$ cat config.mk
export PLATFORM = sky130hd
export DESIGN_NAME = keyword_highlight_stream_flat
export DESIGN_NICKNAME = d
export VERILOG_FILES = /design/src/sv/khs_pkg.sv /design/src/sv/khs_if.sv /design/src/sv/keyword_highlight_stream.sv /design/src/sv/khs_front.sv /design/src/sv/khs_cmd_fifo.sv /design/src/sv/khs_back.sv /design/src/flat_wrapper.sv
export SDC_FILE = /design/constraint.sdc
export NUM_CORES = 1
export LEC_CHECK = 0
export ABC_AREA = 1
export BUFFER_PORTS_ARGS = -buffer_cell sky130_fd_sc_hd__buf_2
export CAP_MARGIN = 0
export CORE_ASPECT_RATIO = 0.75
export CORE_UTILIZATION = 35
export CTS_BUF_LIST = sky130_fd_sc_hd__clkbuf_4
export CTS_CLUSTER_SIZE = 20
export DETAILED_ROUTE_END_ITERATION = 10
export HOLD_SLACK_MARGIN = 0.02
export SYNTH_ARGS = -nofsm -noshare
export SYNTH_HDL_FRONTEND = slang
export SYNTH_HIERARCHICAL = 1
export SYNTH_SLANG_ARGS = --single-unit
export TNS_END_PERCENT = 20
$ cat constraint.sdc
create_clock -name clk_i -period 5.45 [get_ports clk_i]
set_clock_uncertainty 0.15 [all_clocks]
set_input_delay 0.545 -clock clk_i [delete_from_list [all_inputs] [get_ports clk_i]]
set_output_delay 0.545 -clock clk_i [all_outputs]
set_load 0.005 [all_outputs]
$ cat src/sv/khs_pkg.sv
// ----------------------------------------------------------------------------
// khs_pkg
// Shared constants, keyword table and command type for the keyword
// highlighting stream.
// ----------------------------------------------------------------------------
package khs_pkg;

  // Default sizes of the block.
  localparam int KeywordCountDef = 7;
  localparam int HoldDepthDef    = 6;

  // Sizes of the keyword table and of one command.
  localparam int KwTableSize = 16;
  localparam int KwMaxLen    = 6;
  localparam int MaxResults  = 16;
  localparam int HoldMax     = 16;
  localparam int NumW        = 5;

  // Input kinds.
  localparam logic KIND_CHAR = 1'b0;
  localparam logic KIND_END  = 1'b1;

  // Special characters.
  localparam logic [7:0] CHAR_SHARP = 8'h23;
  localparam logic [7:0] CHAR_SPACE = 8'h20;
  localparam logic [7:0] CHAR_NUL   = 8'h00;

  // Keyword text, padded with zero bytes.
  localparam logic [7:0] KW_TEXT [KwTableSize][KwMaxLen] = '{
    '{8'h76, 8'h6f, 8'h69, 8'h64, 8'h00, 8'h00},  // void
    '{8'h69, 8'h6e, 8'h74, 8'h00, 8'h00, 8'h00},  // int
    '{8'h63, 8'h68, 8'h61, 8'h72, 8'h00, 8'h00},  // char
    '{8'h69, 8'h66, 8'h00, 8'h00, 8'h00, 8'h00},  // if
    '{8'h66, 8'h6f, 8'h72, 8'h00, 8'h00, 8'h00},  // for
    '{8'h77, 8'h68, 8'h69, 8'h6c, 8'h65, 8'h00},  // while
    '{8'h72, 8'h65, 8'h74, 8'h75, 8'h72, 8'h6e},  // return
    '{default: 8'h00}, '{default: 8'h00}, '{default: 8'h00},
    '{default: 8'h00}, '{default: 8'h00}, '{default: 8'h00},
    '{default: 8'h00}, '{default: 8'h00}, '{default: 8'h00}
  };

  localparam int KW_LEN [KwTableSize] = '{
    4, 3, 4, 2, 3, 5, 6, 0, 0, 0, 0, 0, 0, 0, 0, 0
  };

  // Color escape sequences placed around a keyword.
  localparam logic [7:0] ESC_BLUE [5]  = '{8'h1b, 8'h5b, 8'h33, 8'h34, 8'h6d};
  localparam logic [7:0] ESC_RESET [4] = '{8'h1b, 8'h5b, 8'h30, 8'h6d};
  localparam int EscBlueLen  = 5;
  localparam int EscResetLen = 4;

  // One output burst, as handed from the front end to the back end:
  // optional blue prefix, held bytes, optional reset suffix, optional tail.
  typedef struct packed {
    logic            kw;
    logic [NumW-1:0] cnt;
    logic            has_tail;
    logic [7:0]      tail_byte;
    logic            eoc;
    logic [NumW-1:0] num;
  } cmd_t;

endpackage

$ cat src/sv/khs_if.sv
// ----------------------------------------------------------------------------
// khs_in_if / khs_out_if
// Valid/ready channels for input items and result items.
// ----------------------------------------------------------------------------
interface khs_in_if;
  logic       valid;
  logic       ready;
  logic       kind;
  logic [7:0] in_byte;

  modport source (output valid, output kind, output in_byte, input ready);
  modport sink   (input valid, input kind, input in_byte, output ready);
endinterface

interface khs_out_if;
  logic       valid;
  logic       ready;
  logic [7:0] out_byte;
  logic       has_byte;
  logic       last_of_run;
  logic       end_of_command;

  modport source (output valid, output out_byte, output has_byte,
                  output last_of_run, output end_of_command, input ready);
  modport sink   (input valid, input out_byte, input has_byte,
                  input last_of_run, input end_of_command, output ready);
endinterface

$ cat src/sv/keyword_highlight_stream.sv
// ----------------------------------------------------------------------------
// keyword_highlight_stream
// Highlights C keywords in a character stream, with sharp-delimited drops.
// ----------------------------------------------------------------------------
// Path: the results of an item pass through the command queue and then the
// output register. Throughput: one input item per cycle while the two-entry
// command queue has room; the back end sets the pace at one result byte, and
// so one result of an item, per cycle while the output is ready.
// Reset: drop mode, held count and pass-through clear at once; no sweep.
// ----------------------------------------------------------------------------
module keyword_highlight_stream #(
  parameter int KEYWORD_COUNT = khs_pkg::KeywordCountDef,
  parameter int HOLD_DEPTH    = khs_pkg::HoldDepthDef
) (
  input  logic      clk_i,
  input  logic      rst_ni,
  khs_in_if.sink    in_i,
  khs_out_if.source out_o
);
  import khs_pkg::*;

  localparam int CmdW  = $bits(cmd_t);
  localparam int FifoW = CmdW + HOLD_DEPTH * 8;

  cmd_t                    front_cmd, back_cmd;
  logic [HOLD_DEPTH*8-1:0] front_held, back_held;
  logic [FifoW-1:0]        rdata;
  logic                    push, pop, full, empty;

  khs_front #(
    .KEYWORD_COUNT (KEYWORD_COUNT),
    .HOLD_DEPTH    (HOLD_DEPTH)
  ) u_front (
    .clk_i  (clk_i),
    .rst_ni (rst_ni),
    .in_i   (in_i),
    .full_i (full),
    .push_o (push),
    .cmd_o  (front_cmd),
    .held_o (front_held)
  );

  khs_cmd_fifo #(
    .WIDTH (FifoW)
  ) u_fifo (
    .clk_i   (clk_i),
    .rst_ni  (rst_ni),
    .push_i  (push),
    .wdata_i ({front_cmd, front_held}),
    .pop_i   (pop),
    .rdata_o (rdata),
    .full_o  (full),
    .empty_o (empty)
  );

  assign back_cmd  = rdata[FifoW-1 -: CmdW];
  assign back_held = rdata[HOLD_DEPTH*8-1:0];

  khs_back #(
    .HOLD_DEPTH (HOLD_DEPTH)
  ) u_back (
    .clk_i   (clk_i),
    .rst_ni  (rst_ni),
    .cmd_i   (back_cmd),
    .held_i  (back_held),
    .empty_i (empty),
    .pop_o   (pop),
    .out_o   (out_o)
  );

endmodule

$ cat src/sv/khs_front.sv
// ----------------------------------------------------------------------------
// khs_front
// Accepts characters, tracks drop mode and the held token, detects keywords
// and issues one output burst command per transaction that produces output.
// ----------------------------------------------------------------------------
module khs_front #(
  parameter int KEYWORD_COUNT = khs_pkg::KeywordCountDef,
  parameter int HOLD_DEPTH    = khs_pkg::HoldDepthDef
) (
  input  logic                    clk_i,
  input  logic                    rst_ni,
  khs_in_if.sink                  in_i,
  input  logic                    full_i,
  output logic                    push_o,
  output khs_pkg::cmd_t           cmd_o,
  output logic [HOLD_DEPTH*8-1:0] held_o
);
  import khs_pkg::*;

  localparam int CntW = $clog2(HOLD_DEPTH + 1);

  logic            drop_q, drop_d;
  logic            pt_q, pt_d;
  logic [CntW-1:0] cnt_q, cnt_d;
  logic [7:0]      held_q [HOLD_DEPTH];
  logic [7:0]      held_ext [KwMaxLen];
  logic            held_we;
  logic            acc;
  logic            tok_live;
  logic            kw_hit;
  logic [5:0]      sum;

  assign in_i.ready = !full_i;
  assign acc        = in_i.valid && !full_i;
  assign tok_live   = (cnt_q != '0) || pt_q;

  // Held bytes widened to the longest keyword for comparison.
  for (genvar g = 0; g < KwMaxLen; g++) begin : g_ext
    if (g < HOLD_DEPTH) begin : g_on
      assign held_ext[g] = held_q[g];
    end else begin : g_off
      assign held_ext[g] = CHAR_NUL;
    end
  end

  for (genvar g = 0; g < HOLD_DEPTH; g++) begin : g_flat
    assign held_o[g*8 +: 8] = held_q[g];
  end

  // Keyword match against the held token.
  always_comb begin
    logic eq;
    kw_hit = 1'b0;
    for (int k = 0; k < KEYWORD_COUNT && k < KwTableSize; k++) begin
      eq = (int'(cnt_q) == KW_LEN[k]) && (cnt_q != '0);
      for (int i = 0; i < KwMaxLen; i++) begin
        if (int'(cnt_q) > i && held_ext[i] != KW_TEXT[k][i]) begin
          eq = 1'b0;
        end
      end
      kw_hit = kw_hit | eq;
    end
  end

  // Classification of the accepted transaction.
  always_comb begin
    drop_d  = drop_q;
    pt_d    = pt_q;
    cnt_d   = cnt_q;
    held_we = 1'b0;
    push_o  = 1'b0;
    cmd_o.kw        = 1'b0;
    cmd_o.cnt       = '0;
    cmd_o.has_tail  = 1'b1;
    cmd_o.tail_byte = in_i.in_byte;
    cmd_o.eoc       = 1'b0;
    if (acc) begin
      if (in_i.kind == KIND_END) begin
        push_o    = 1'b1;
        cmd_o.eoc = 1'b1;
        if (tok_live) begin
          cmd_o.kw        = !pt_q && kw_hit;
          cmd_o.cnt       = NumW'(cnt_q);
          cmd_o.tail_byte = CHAR_SPACE;
        end else begin
          cmd_o.has_tail  = 1'b0;
          cmd_o.tail_byte = CHAR_NUL;
        end
        drop_d = 1'b0;
        cnt_d  = '0;
        pt_d   = 1'b0;
      end else if (in_i.in_byte == CHAR_SHARP) begin
        drop_d = !drop_q;
      end else if (drop_q || in_i.in_byte == CHAR_NUL) begin
        // Dropped characters produce nothing.
      end else if (in_i.in_byte == CHAR_SPACE) begin
        push_o          = tok_live;
        cmd_o.kw        = !pt_q && kw_hit;
        cmd_o.cnt       = NumW'(cnt_q);
        cmd_o.tail_byte = CHAR_SPACE;
        cnt_d = '0;
        pt_d  = 1'b0;
      end else if (pt_q) begin
        push_o = 1'b1;
      end else if (cnt_q < CntW'(HOLD_DEPTH)) begin
        held_we = 1'b1;
        cnt_d   = cnt_q + CntW'(1);
      end else begin
        // Token outgrew the hold buffer: spill it and pass through.
        push_o    = 1'b1;
        cmd_o.cnt = NumW'(HOLD_DEPTH);
        cnt_d = '0;
        pt_d  = 1'b1;
      end
    end
    sum = (cmd_o.kw ? 6'(EscBlueLen + EscResetLen) : 6'd0) + 6'(cmd_o.cnt)
          + 6'(cmd_o.has_tail);
    cmd_o.num = (sum > 6'(MaxResults)) ? NumW'(MaxResults) : sum[NumW-1:0];
  end

  // Control state.
  always_ff @(posedge clk_i or negedge rst_ni) begin
    if (!rst_ni) begin
      drop_q <= 1'b0;
      pt_q   <= 1'b0;
      cnt_q  <= '0;
    end else begin
      drop_q <= drop_d;
      pt_q   <= pt_d;
      cnt_q  <= cnt_d;
    end
  end

  // Held token bytes.
  always_ff @(posedge clk_i) begin
    for (int i = 0; i < HOLD_DEPTH; i++) begin
      if (held_we && cnt_q == CntW'(i)) begin
        held_q[i] <= in_i.in_byte;
      end
    end
  end

  a_cnt_range: assert property (@(posedge clk_i) disable iff (!rst_ni)
    int'(cnt_q) <= HOLD_DEPTH)
    else $error("held count beyond hold depth");

  a_pt_empty: assert property (@(posedge clk_i) disable iff (!rst_ni)
    pt_q |-> (cnt_q == '0))
    else $error("pass-through mode with held characters");

endmodule

$ cat src/sv/khs_cmd_fifo.sv
// ----------------------------------------------------------------------------
// khs_cmd_fifo
// Two-entry command queue between the front end and the back end.
// ----------------------------------------------------------------------------
module khs_cmd_fifo #(
  parameter int WIDTH = 8
) (
  input  logic             clk_i,
  input  logic             rst_ni,
  input  logic             push_i,
  input  logic [WIDTH-1:0] wdata_i,
  input  logic             pop_i,
  output logic [WIDTH-1:0] rdata_o,
  output logic             full_o,
  output logic             empty_o
);
  logic [WIDTH-1:0] mem_q [2];
  logic             wptr_q, rptr_q;
  logic [1:0]       count_q;

  assign full_o  = count_q == 2'd2;
  assign empty_o = count_q == 2'd0;
  assign rdata_o = mem_q[rptr_q];

  // Pointers and fill level.
  always_ff @(posedge clk_i or negedge rst_ni) begin
    if (!rst_ni) begin
      wptr_q  <= 1'b0;
      rptr_q  <= 1'b0;
      count_q <= 2'd0;
    end else begin
      if (push_i) begin
        wptr_q <= !wptr_q;
      end
      if (pop_i) begin
        rptr_q <= !rptr_q;
      end
      count_q <= count_q + 2'(push_i) - 2'(pop_i);
    end
  end

  // Entry storage.
  always_ff @(posedge clk_i) begin
    if (push_i) begin
      mem_q[wptr_q] <= wdata_i;
    end
  end

  a_no_overrun: assert property (@(posedge clk_i) disable iff (!rst_ni)
    !(push_i && full_o) && !(pop_i && empty_o))
    else $error("command queue overrun or underrun");

endmodule

$ cat src/sv/khs_back.sv
// ----------------------------------------------------------------------------
// khs_back
// Expands the command at the head of the queue into result bytes, one per
// cycle while the output is ready, into an output register.
// ----------------------------------------------------------------------------
module khs_back #(
  parameter int HOLD_DEPTH = khs_pkg::HoldDepthDef
) (
  input  logic                    clk_i,
  input  logic                    rst_ni,
  input  khs_pkg::cmd_t           cmd_i,
  input  logic [HOLD_DEPTH*8-1:0] held_i,
  input  logic                    empty_i,
  output logic                    pop_o,
  khs_out_if.source               out_o
);
  import khs_pkg::*;

  logic [3:0]      k_q;
  logic            valid_q;
  logic [7:0]      byte_q, byte_d;
  logic            has_q, last_q, eoc_q;
  logic            last_d;
  logic            adv, load;
  logic [NumW-1:0] j, j2;

  assign adv  = !valid_q || out_o.ready;
  assign load = adv && !empty_i;
  assign last_d = (cmd_i.num == '0) || ((NumW'(k_q) + NumW'(1)) == cmd_i.num);
  assign pop_o  = load && last_d;

  // Byte at position k of the burst.
  always_comb begin
    j      = NumW'(k_q) - (cmd_i.kw ? NumW'(EscBlueLen) : '0);
    j2     = j - cmd_i.cnt;
    byte_d = cmd_i.tail_byte;
    if (cmd_i.kw && k_q < 4'(EscBlueLen)) begin
      byte_d = ESC_BLUE[k_q[2:0]];
    end else if (j < cmd_i.cnt) begin
      byte_d = CHAR_NUL;
      for (int i = 0; i < HOLD_DEPTH; i++) begin
        if (j == NumW'(i)) begin
          byte_d = held_i[i*8 +: 8];
        end
      end
    end else if (cmd_i.kw && j2 < NumW'(EscResetLen)) begin
      byte_d = ESC_RESET[j2[1:0]];
    end
  end

  // Position counter and output register.
  always_ff @(posedge clk_i or negedge rst_ni) begin
    if (!rst_ni) begin
      k_q     <= '0;
      valid_q <= 1'b0;
    end else begin
      if (load) begin
        valid_q <= 1'b1;
        k_q     <= last_d ? 4'd0 : k_q + 4'd1;
      end else if (out_o.ready) begin
        valid_q <= 1'b0;
      end
    end
  end

  always_ff @(posedge clk_i) begin
    if (load) begin
      byte_q <= byte_d;
      has_q  <= cmd_i.num != '0;
      last_q <= last_d;
      eoc_q  <= last_d && cmd_i.eoc;
    end
  end

  assign out_o.valid          = valid_q;
  assign out_o.out_byte       = byte_q;
  assign out_o.has_byte       = has_q;
  assign out_o.last_of_run    = last_q;
  assign out_o.end_of_command = eoc_q;

  a_bare_marker: assert property (@(posedge clk_i) disable iff (!rst_ni)
    (valid_q && !has_q) |-> (eoc_q && last_q && byte_q == CHAR_NUL))
    else $error("bare marker without end of command");

  a_eoc_last: assert property (@(posedge clk_i) disable iff (!rst_ni)
    (valid_q && eoc_q) |-> last_q)
    else $error("end of command on a result that is not last");

endmodule

$ cat src/flat_wrapper.sv
// flat-port wrapper written by rule: the top's interface ports become plain ports
module keyword_highlight_stream_flat import khs_pkg::*;
#(
  parameter int KEYWORD_COUNT = khs_pkg::KeywordCountDef,
  parameter int HOLD_DEPTH    = khs_pkg::HoldDepthDef
)
  (clk_i, rst_ni, in_i_valid, in_i_kind, in_i_in_byte, in_i_ready, out_o_valid, out_o_out_byte, out_o_has_byte, out_o_last_of_run, out_o_end_of_command, out_o_ready);
  khs_in_if in_i_i ();
  khs_out_if out_o_i ();
  input  logic clk_i;
  input  logic rst_ni;
  input wire logic [$bits(in_i_i.valid)-1:0] in_i_valid;
  input wire logic [$bits(in_i_i.kind)-1:0] in_i_kind;
  input wire logic [$bits(in_i_i.in_byte)-1:0] in_i_in_byte;
  output wire logic [$bits(in_i_i.ready)-1:0] in_i_ready;
  output wire logic [$bits(out_o_i.valid)-1:0] out_o_valid;
  output wire logic [$bits(out_o_i.out_byte)-1:0] out_o_out_byte;
  output wire logic [$bits(out_o_i.has_byte)-1:0] out_o_has_byte;
  output wire logic [$bits(out_o_i.last_of_run)-1:0] out_o_last_of_run;
  output wire logic [$bits(out_o_i.end_of_command)-1:0] out_o_end_of_command;
  input wire logic [$bits(out_o_i.ready)-1:0] out_o_ready;
  assign in_i_i.valid = in_i_valid;
  assign in_i_i.kind = in_i_kind;
  assign in_i_i.in_byte = in_i_in_byte;
  assign in_i_ready = in_i_i.ready;
  assign out_o_valid = out_o_i.valid;
  assign out_o_out_byte = out_o_i.out_byte;
  assign out_o_has_byte = out_o_i.has_byte;
  assign out_o_last_of_run = out_o_i.last_of_run;
  assign out_o_end_of_command = out_o_i.end_of_command;
  assign out_o_i.ready = out_o_ready;
  keyword_highlight_stream #(.KEYWORD_COUNT(KEYWORD_COUNT), .HOLD_DEPTH(HOLD_DEPTH)) u_core (.clk_i(clk_i), .rst_ni(rst_ni), .in_i(in_i_i), .out_o(out_o_i));
endmodule
==> flow_summary.toml, run 1 <==
[die]
initial_utilization_pct = 35.9
core-area_sq_mm = 0.0282
die_w_um = 199
num_rows = 53
die_area_sq_mm = 0.0297
die_y_um = 149
ioPinCount = 26

[layout]
final_util_pct = 40.1
multi_input_area_sq_mm = 0.00314
n_antenna_cell = 0
nets = 1111
area_delta_synth_final_pct = 11.7
post_route_cells_drive_above_1_share_pct = 16.1
fillers = 2779
ff_latch_area_sq_mm = 0.00621

[pwr]
p_leak_uw = 0.00478
design_power_total_uw = 5940
powerDensity_mw_per_mm2 = 524
peakVddDrop_mv = 0.249

[worst_setup_path]
crit_top_cell = "nand2_1"
worstSetupPathType = "reg -> reg"
cp-end-kind = "flop"
cp_max_fo = 73
cp.required_ns = 5.69
critical_path.slowest_cell = "dfrtp_4"
worst-path-buf-inv = 1
crit_chain = "o21ai_0 -> ha_1 -> ha_1 -> inv_1 -> fa_1 -> xnor2_1 -> nand2_1 -> nor2_4 -> nand2_4 -> nand2_1 -> nand2_1 -> nand2_1 -> nand2_1 -> nand2_1 -> nand2_1"
crit_family = "adder cells"
worstPathArrival_ns = 4.10
cpPeakStageDelay_ns = 0.83
crit_path_start_kind = "flop"

[routing]
ant_nets = 0
via_count = 6904
finalWirelength_um = 22900
drt-vias-per-instance = 4.61
met1_length_um = 11900
wl_met3_um = 1430
detail_route.iter0.violations = 587
route.met2.wl_um = 9350
wl_per_cell_um = 15.3
drc = 0
routed.top_layer = "met4"
drtPass1Iterations = 5

[global_route]
grt_max_degree = 74
grtUsageTotal_pct = 15.8
gr-total-overflow = 0
antenna_found_initial = 0
grt_pass1_wl_um = 35000
grt_pass1_vias = 6339

[timing]
hold_viol = 0
timing.fmax_mhz = 259
post-route-period-util_pct = 70.7
final-setup-viol-count = 0
worstMarginPinSlew_ns = 1.07
maxSlewViolCount = 0
hold_slack_ns = 0.0826
fin_setup_tns_ns = 0
min_period_ns = 3.85
postLayoutSetupSlackWorst_ns = 1.60
grt_setup_unrepaired = "false"
relSlewSlack_pct = 28.7

[yosys]
yosys_warnings = 6
avgSynthCellArea_sq_um = 10.1
synth_area_sq_mm = 0.0101
syn-instance-count = 1007

[cts]
h-tree-depth = 2
cts_tree = "built"
cts_sinks = 209
post_cts_resized = 0
cts_buffer_depth = 3
post_cts_buffers = 0
numCtsBuffers = 54
holdBufCountCts = 4
cts_root_buf = "clkbuf_4"
clkSlewWorstSetupHoldPaths_ns = 0.07
worstSkewPairLatency_ns = 0.67

[job]
max_cap_viol_count = 0

[placement]
pre_cts_slack_ns = 1.55
place_hpwl_um = 16100
place_congestion = 0.863
portBuffers = 25

[min_path]
min_path_type = "in -> reg"

[outcome]
status = "complete, no violations"
-- stage by stage --
| step | std cells | cell area [sq um] |
|---|---|---|
| 6_report | 1497 | 11300 |
| 3_3_place_gp | 1400 | 10600 |
| 5_1_grt | 1497 | 11300 |
| 3_5_place_dp | 1400 | 10600 |
| 2_1_floorplan | 1008 | 10200 |
| 4_1_cts | 1497 | 11300 |
-- routing by layer --
layer / up-vias / global-route usage [%]
met2: 214 / 21.9
li1: 3476 / -
met4: 0 / 4.58
met1: 3187 / 24.8
met3: 27 / 2.86
met5: - / 0
-- final timing paths --
kind | cells past startpoint | start | end | slack [ns]
setup / recovery | 15 | u_core/u_fifo/rptr_q | u_core/u_back/out_o.out_byte[3] | 1.60
hold / removal | 1 | in_i_in_byte[2] | u_core/u_front/held_q[0][2] | 0.08
setup reg to reg | 15 | u_core/u_fifo/rptr_q | u_core/u_back/out_o.out_byte[3] | 1.60
hold reg to reg | 0 | u_core/u_front/held_q[1][4] | u_core/u_fifo/mem_q[1][12] | 0.32
max in group asynchronous | 2 | rst_ni | u_core/u_fifo/rptr_q | 4.63
min in group asynchronous | 2 | rst_ni | u_core/u_front/pt_q | 0.17
-- registers in the layout, summed over array words and instances, names as in the netlist --
signal and count:
u_core/u_front/cnt_q 3, u_core/u_fifo/count_q 2, u_core/u_back/out_o.out_byte 8, u_core/u_fifo/mem_q 136, u_core/u_back/out_o.valid 1, u_core/u_front/drop_q 1, u_core/u_back/out_o.has_byte 1, u_core/u_back/k_q 4
u_core/u_back/out_o.end_of_command 1, u_core/u_front/held_q 48, u_core/u_front/pt_q 1, u_core/u_back/out_o.last_of_run 1, u_core/u_fifo/rptr_q 1, u_core/u_fifo/wptr_q 1
-- area by class of cell --
| type | instances | share of cell area, % |
|---|---|---|
| well taps | 385 | 4.25 |
| inverters | 173 | 5.79 |
| multi-input cells | 605 | 27.7 |
| clock inverters | 14 | 0.574 |
| clock buffers | 79 | 5.23 |
| repair buffers | 32 | 1.66 |
| flip-flops and latches | 209 | 54.8 |
-- power breakdown --
part	total (uW)	internal [uW]	switching [uW]
sequential	2270	2080	191
combinational	2390	735	1650
clock	1280	662	617
total	5940	3470	2460
-- cell usage in the layout (no fill, tap or decap), drive strengths merged --
cell type / count
a41oi: 1
o21ai: 88
o22ai: 2
a21o: 1
a221oi: 1
nor3: 7
buf: 28
or2: 1
fa: 2
o21bai: 1
dlygate4sd3: 4
o211ai: 1
clkbuf: 79
xnor2: 3
edfxtp: 195
nor4: 5
nand2: 265
nand4: 17
o41ai: 2
nor2: 109
dfrtp: 14
nand3b: 5
ha: 21
a21boi: 2
nand3: 48
o31ai: 3
a31oi: 1
clkinv: 15
inv: 172
xor2: 6
a21oi: 11
conb: 2
Power figures use the tool's default switching activity.
==> run 2, diff against run 1 <==
==> constraint.sdc (replaced) <==
create_clock -name clk_i -period 3.3 [get_ports clk_i]
set_clock_uncertainty 0.15 [all_clocks]
set_input_delay 0.33 -clock clk_i [delete_from_list [all_inputs] [get_ports clk_i]]
set_output_delay 0.33 -clock clk_i [all_outputs]
set_load 0.005 [all_outputs]
==> run 2 against run 1 <==
Net effect:
- clock power grew 74%
- cell count grew 2.3%
- combinational power grew 84%
- sequential share of layout area shrank 1.8 points
- total power grew 72%
- critical path depth grew 5
- sequential power grew 59%
- register-to-register slack lost 1.4 ns
- worst hold slack lost 0.0065 ns
- core utilization grew 1.4 points
- routed wire length grew 3.4%
- design area grew 3.4%
==> flow_summary.toml, run 2 (synthesis gave the netlist of run 1 again) <==
[layout]
mostFrequentLayoutCell = "nand2_1"
area_delta_synth_final_pct = 15.5
final_cell_mix = "nand2_1 (247), edfxtp_1 (195), inv_1 (160), nor2_1 (88), clkbuf_4 (77)"
nets = 1148
fillers = 2798
post_route_cells_drive_above_1_share_pct = 18.8
largest_reg_flops = 136
design_area_sq_mm = 0.0117
n_antenna_cell = 0
regMostFlops = "u_core/u_fifo/mem_q"

[global_route]
grt_pass1_wl_um = 36100
antenna_found_initial = 0
grt_max_degree = 73
grtUsageTotal_pct = 16.2
grt_pass1_vias = 6600
gr-total-overflow = 0

[outcome]
status = "complete, no violations"

[worst_setup_path]
cp_max_fo = 5
r2r_slack_ns = 0.22
worstReg2RegEnd = "u_core/u_fifo/mem_q[1][48]"
crit_path_start_kind = "flop"
cp-end-kind = "flop"
r2r_start = "u_core/u_front/held_q[1][7]"
worstSetupPathType = "reg -> reg"
cp-startpoint = "u_core/u_front/held_q[1][7]"
reg2regPathDepth = 20
cp.required_ns = 3.55
worstPathArrival_ns = 3.33

[cts]
cts_buffer_depth = 3
numCtsBuffers = 53
cts_root_buf = "clkbuf_4"
post_cts_buffers = 0
cts_tree = "built"
h-tree-depth = 2
worstSkewPairLatency_ns = 0.69
clkSlewWorstSetupHoldPaths_ns = 0.07
cts_sinks = 209

[die]
num_rows = 53
core-area_sq_mm = 0.0282
initial_utilization_pct = 35.9
die_area_sq_mm = 0.0297
die_w_um = 199
die_y_um = 149
ioPinCount = 26

[timing]
relSlewSlack_pct = 44.1
hold_viol = 0
maxSlewViolCount = 0
grt_setup_unrepaired = "false"
post-route-period-util_pct = 93.5
worstMarginPinSlew_ns = 0.836
final-setup-viol-count = 0
hold_slack_ns = 0.0762
timing.fmax_mhz = 324
min_period_ns = 3.08

[min_path]
holdPathStages = 3
min_path_type = "in -> reg"
min_to = "u_core/u_fifo/mem_q[0][53]"
min_from = "in_i_valid"

[routing]
detail_route.iter0.violations = 591
finalWirelength_um = 23700
drtPass1Iterations = 7
via_count = 7219
wl_per_cell_um = 15.5
drc = 0
ant_nets = 0
drt-vias-per-instance = 4.72

[pwr]
peakVddDrop_mv = 0.432
p_leak_uw = 0.00498
powerDensity_mw_per_mm2 = 872

[placement]
place_hpwl_um = 16900
portBuffers = 25
dpl_cell_area_sq_mm = 0.0109
place_congestion = 0.946

[job]
max_cap_viol_count = 0
-- run 2: cell count changes in the layout (fill, tap and decap cells not counted), moves of 3 or more --
| cell | change |
|---|---|
| buf_4 | +28 |
| dlygate4sd3_1 | +8 |
| clkinv_1 | -4 |
| ha_1 | -3 |
-- run 2: worst max path at each step --
stage                                                 end  slack [ns]  depth (start not counted)
after floorplan                 u_core/u_fifo/mem_q[1][0]       -0.07                          9
after global routing           u_core/u_fifo/mem_q[0][49]       0.004                         22
after CTS                 u_core/u_back/out_o.out_byte[2]        0.05                         14
after global placement    u_core/u_back/out_o.out_byte[2]        0.17                         14
final                          u_core/u_fifo/mem_q[1][48]        0.22                         20
after detailed placement  u_core/u_back/out_o.out_byte[2]        0.07                         14
-- run 2: critical path, cell delays in order (launching register included) --
cell and delay, ns:
edfxtp_1 0.42, inv_1 0.08, nand2_1 0.06, nor2_2 0.19
nand4_1 0.18, nor2_1 0.22, nand3_1 0.10, nand2_1 0.07
nand2_1 0.05, nand2_1 0.07, nand2_1 0.05, nand2_2 0.10
nand2_4 0.06, fa_1 0.40, inv_1 0.07, ha_1 0.15
nand2_1 0.08, inv_1 0.08, nand4_1 0.11, nand2_1 0.08
inv_1 0.04
-- run 2: layout make-up --
type                            instances  area (sq um)  area share [%]
Clock inverter                         12           101           0.865
Timing Repair Buffer                   70           518            4.42
Clock buffer                           77           578            4.93
Sequential cell                       209          6210            53.0
Tap cell                              385           482            4.11
Multi-Input combinational cell        605          3180            27.1
Inverter                              173           657            5.60
-- run 2: what timing repair did --
item,4_1_cts,5_1_grt
resized for setup,0,9
hold buffers,12,0
endpoints found under the setup margin,0,12
endpoints found under the hold margin,80,0
-- run 2: through the flow --
stage                     TNS [ns]  power (uW)  worst slack (ns)  util [%]  instances
after detailed placement         0        7950            0.0699      38.6       1430
final                            0       10200             0.215      41.5       1531
after CTS                        0       10200            0.0498      41.4       1531
after floorplan              -4.99        6760           -0.0733         -       1008
after global routing             0       11000           0.00402      41.5       1531
after global placement           0        7890             0.168      38.6       1430
-- run 2: power breakdown --
part / total, uW / leakage (uW) / internal, uW / switching, uW
combinational: 4390 / 0.00261 / 1430 / 2960
clock: 2230 / 0.000408 / 1220 / 1010
sequential: 3600 / 0.00196 / 3420 / 174
total: 10200 / 0.00498 / 6070 / 4150
-- run 2: routing by layer --
metal	track usage [%]	routed length [um]	up-vias
met5	0	0	-
met4	5.42	456	0
met3	3.04	1750	44
met2	23.0	9770	232
met1	24.6	11700	3383
li1	-	-	3560
==> run 3, diff against run 2 <==
--- a/config.mk
+++ b/config.mk
@@ -8,7 +8,7 @@
 export ABC_AREA = 1
 export BUFFER_PORTS_ARGS = -buffer_cell sky130_fd_sc_hd__buf_2
 export CAP_MARGIN = 0
-export CORE_ASPECT_RATIO = 0.75
+export CORE_MARGIN = 2
 export CORE_UTILIZATION = 35
 export CTS_BUF_LIST = sky130_fd_sc_hd__clkbuf_4
 export CTS_CLUSTER_SIZE = 20
==> run 3 against run 2 <==
Net effect:
- register-to-register slack got worse by 0.03 ns
- non-clock buffer count rose by 3
- first-iteration DRC count fell by 27%
- setup slack lost 0.025 ns
- core utilization decreased by 0.42 points
- worst hold slack better by 0.028 ns
- sequential cell count unchanged
- critical path type unchanged
- critical endpoint is now u_core/u_back/out_o.out_byte[2]
- largest cell class unchanged
- highest routed layer unchanged
==> flow_summary.toml, run 3 (synthesis gave the netlist of run 1 again) <==
[placement]
place_congestion = 0.896
portBuffers = 25
place_hpwl_um = 15900
place_inst = 1431
dpl_cell_area_sq_mm = 0.0109

[layout]
largest_reg_flops = 136
design_area_sq_mm = 0.0118
nets = 1148
post_route_cells_drive_above_1_share_pct = 18.9
regMostFlops = "u_core/u_fifo/mem_q"
final_cell_mix = "nand2_1 (247), edfxtp_1 (195), inv_1 (160), nor2_1 (87), o21ai_0 (74)"
mostFrequentLayoutCell = "nand2_1"
area_delta_synth_final_pct = 15.9
layoutNonFillerInstCount = 1527

[worst_setup_path]
r2r_slack_ns = 0.19
critical_path.slowest_cell = "dfrtp_4"
cp_max_fo = 9
crit_top_cell = "buf_4"
cp.required_ns = 3.52
cpPeakStageDelay_ns = 0.48
crit_path_start_kind = "flop"
crit_chain = "o21ai_2 -> buf_4 -> inv_1 -> ha_2 -> buf_4 -> nand2_4 -> nand2_2 -> nand2_4 -> buf_4 -> a21oi_4 -> nand2_4 -> buf_4 -> nor2_1 -> nor2_1 -> a21oi_1 -> a21boi_1"
worstPathArrival_ns = 3.33
cp-end-kind = "flop"
worstSetupPathType = "reg -> reg"

[routing]
wl_per_cell_um = 14.9
drtPass1Iterations = 5
detail_route.iter0.violations = 433
ant_nets = 0
drc = 0
drt-vias-per-instance = 4.60
via_count = 7028
finalWirelength_um = 22800

[pwr]
p_int_uw = 6130
p_switching_uw = 4160
swShare_pct = 40.4
p_leak_uw = 0.00496
peakVddDrop_mv = 0.290
pwr-share-clk_pct = 20.1
powerDensity_mw_per_mm2 = 875
seqPwrFrac_pct = 35.0
p_comb_share_pct = 44.8

[cts]
worstSkewPairLatency_ns = 0.64
cts_sinks = 209
clkSlewWorstSetupHoldPaths_ns = 0.07
cts_buffer_depth = 3
numCtsBuffers = 50
cts_root_buf = "clkbuf_4"
cts_tree = "built"
h-tree-depth = 2

[job]
max_cap_viol_count = 0

[timing]
grt_setup_unrepaired = "true"
post-route-period-util_pct = 94.2
maxSlewViolCount = 0
timing.fmax_mhz = 322
hold_viol = 0
min_period_ns = 3.11
worstMarginPinSlew_ns = 0.760
final-setup-viol-count = 0
relSlewSlack_pct = 49.1

[global_route]
grt_pass1_vias = 6832
gr-total-overflow = 0
antenna_found_initial = 1
grt_pass1_wl_um = 35600
grtUsageTotal_pct = 15.2
grt_max_degree = 115

[die]
die_area_sq_mm = 0.0304
die_w_um = 174
ioPinCount = 26
core-area_sq_mm = 0.0286
die_y_um = 174
num_rows = 62
initial_utilization_pct = 35.4

[min_path]
min_path_type = "in -> reg"

[outcome]
status = "complete, no violations"
[run 3: worst max-delay path: cells and delay by family, from the launching register on]
family	cells	cell delay, ns
AO/OA/AOI/OAI	4	0.67
adder cells (fa/ha/maj)	1	0.36
buffers and inverters	5	0.68
flip-flops	1	0.48
AND/OR/NAND/NOR	6	0.49
[run 3: final cells by class]
| class | instances | area [sq um] |
|---|---|---|
| timing repair buffer | 73 | 553 |
| sequential | 209 | 6210 |
| tap | 384 | 480 |
| clock buffer | 69 | 518 |
| multi-input combinational | 605 | 3230 |
| fill | 2793 | 16900 |
| inverter | 173 | 657 |
| clock inverter | 13 | 103 |
| antenna | 1 | 2.50 |
[run 3: through the flow]
step                setup TNS [ns]  util (%)  power (uW)  setup WS, ns  hold WS (ns)
finish                           0      41.1       10300         0.190         0.104
global route               -0.0197      41.1       11100       -0.0197         0.107
CTS                              0      40.7       10200        0.0112        0.0722
detailed placement          -0.153      38.1        8080       -0.0431         0.125
global placement            -0.190      38.1        8030       -0.0564         0.126
floorplan                    -4.99         -        6760       -0.0733        -0.116
[run 3: final timing paths]
kind / startpoint / endpoint / depth (start not counted)
max: u_core/u_fifo/rptr_q / u_core/u_back/out_o.out_byte[2] / 16
min: in_i_valid / u_core/u_front/drop_q / 4
max reg2reg: u_core/u_fifo/rptr_q / u_core/u_back/out_o.out_byte[2] / 16
min reg2reg: u_core/u_front/held_q[0][7] / u_core/u_fifo/mem_q[1][7] / 0
max in group asynchronous: rst_ni / u_core/u_fifo/rptr_q / 3
min in group asynchronous: rst_ni / u_core/u_back/k_q[2] / 3
[run 3: metal layers]
layer  share of wire, %  track usage [%]
met1                 43             18.7
met2                 50             26.3
met3                4.0             2.69
met4                2.9             6.30
met5                  0                0
[run 3: power by group through the flow]
stage,Combinational (uW),Sequential (uW),Clock (uW)
floorplan,3130,3630,0
global placement,4380,3650,0
detailed placement,4420,3660,0
CTS,4460,3600,2150
global route,5200,3650,2270
finish,4620,3610,2070
[run 3: timing repair]
item                                   CTS  global route
setup endpoints to repair                7            12
resized for setup                        1            23
setup buffers                            0             1
endpoints found under the hold margin   69             0
pin swaps                                0             4
hold buffers                            12             0
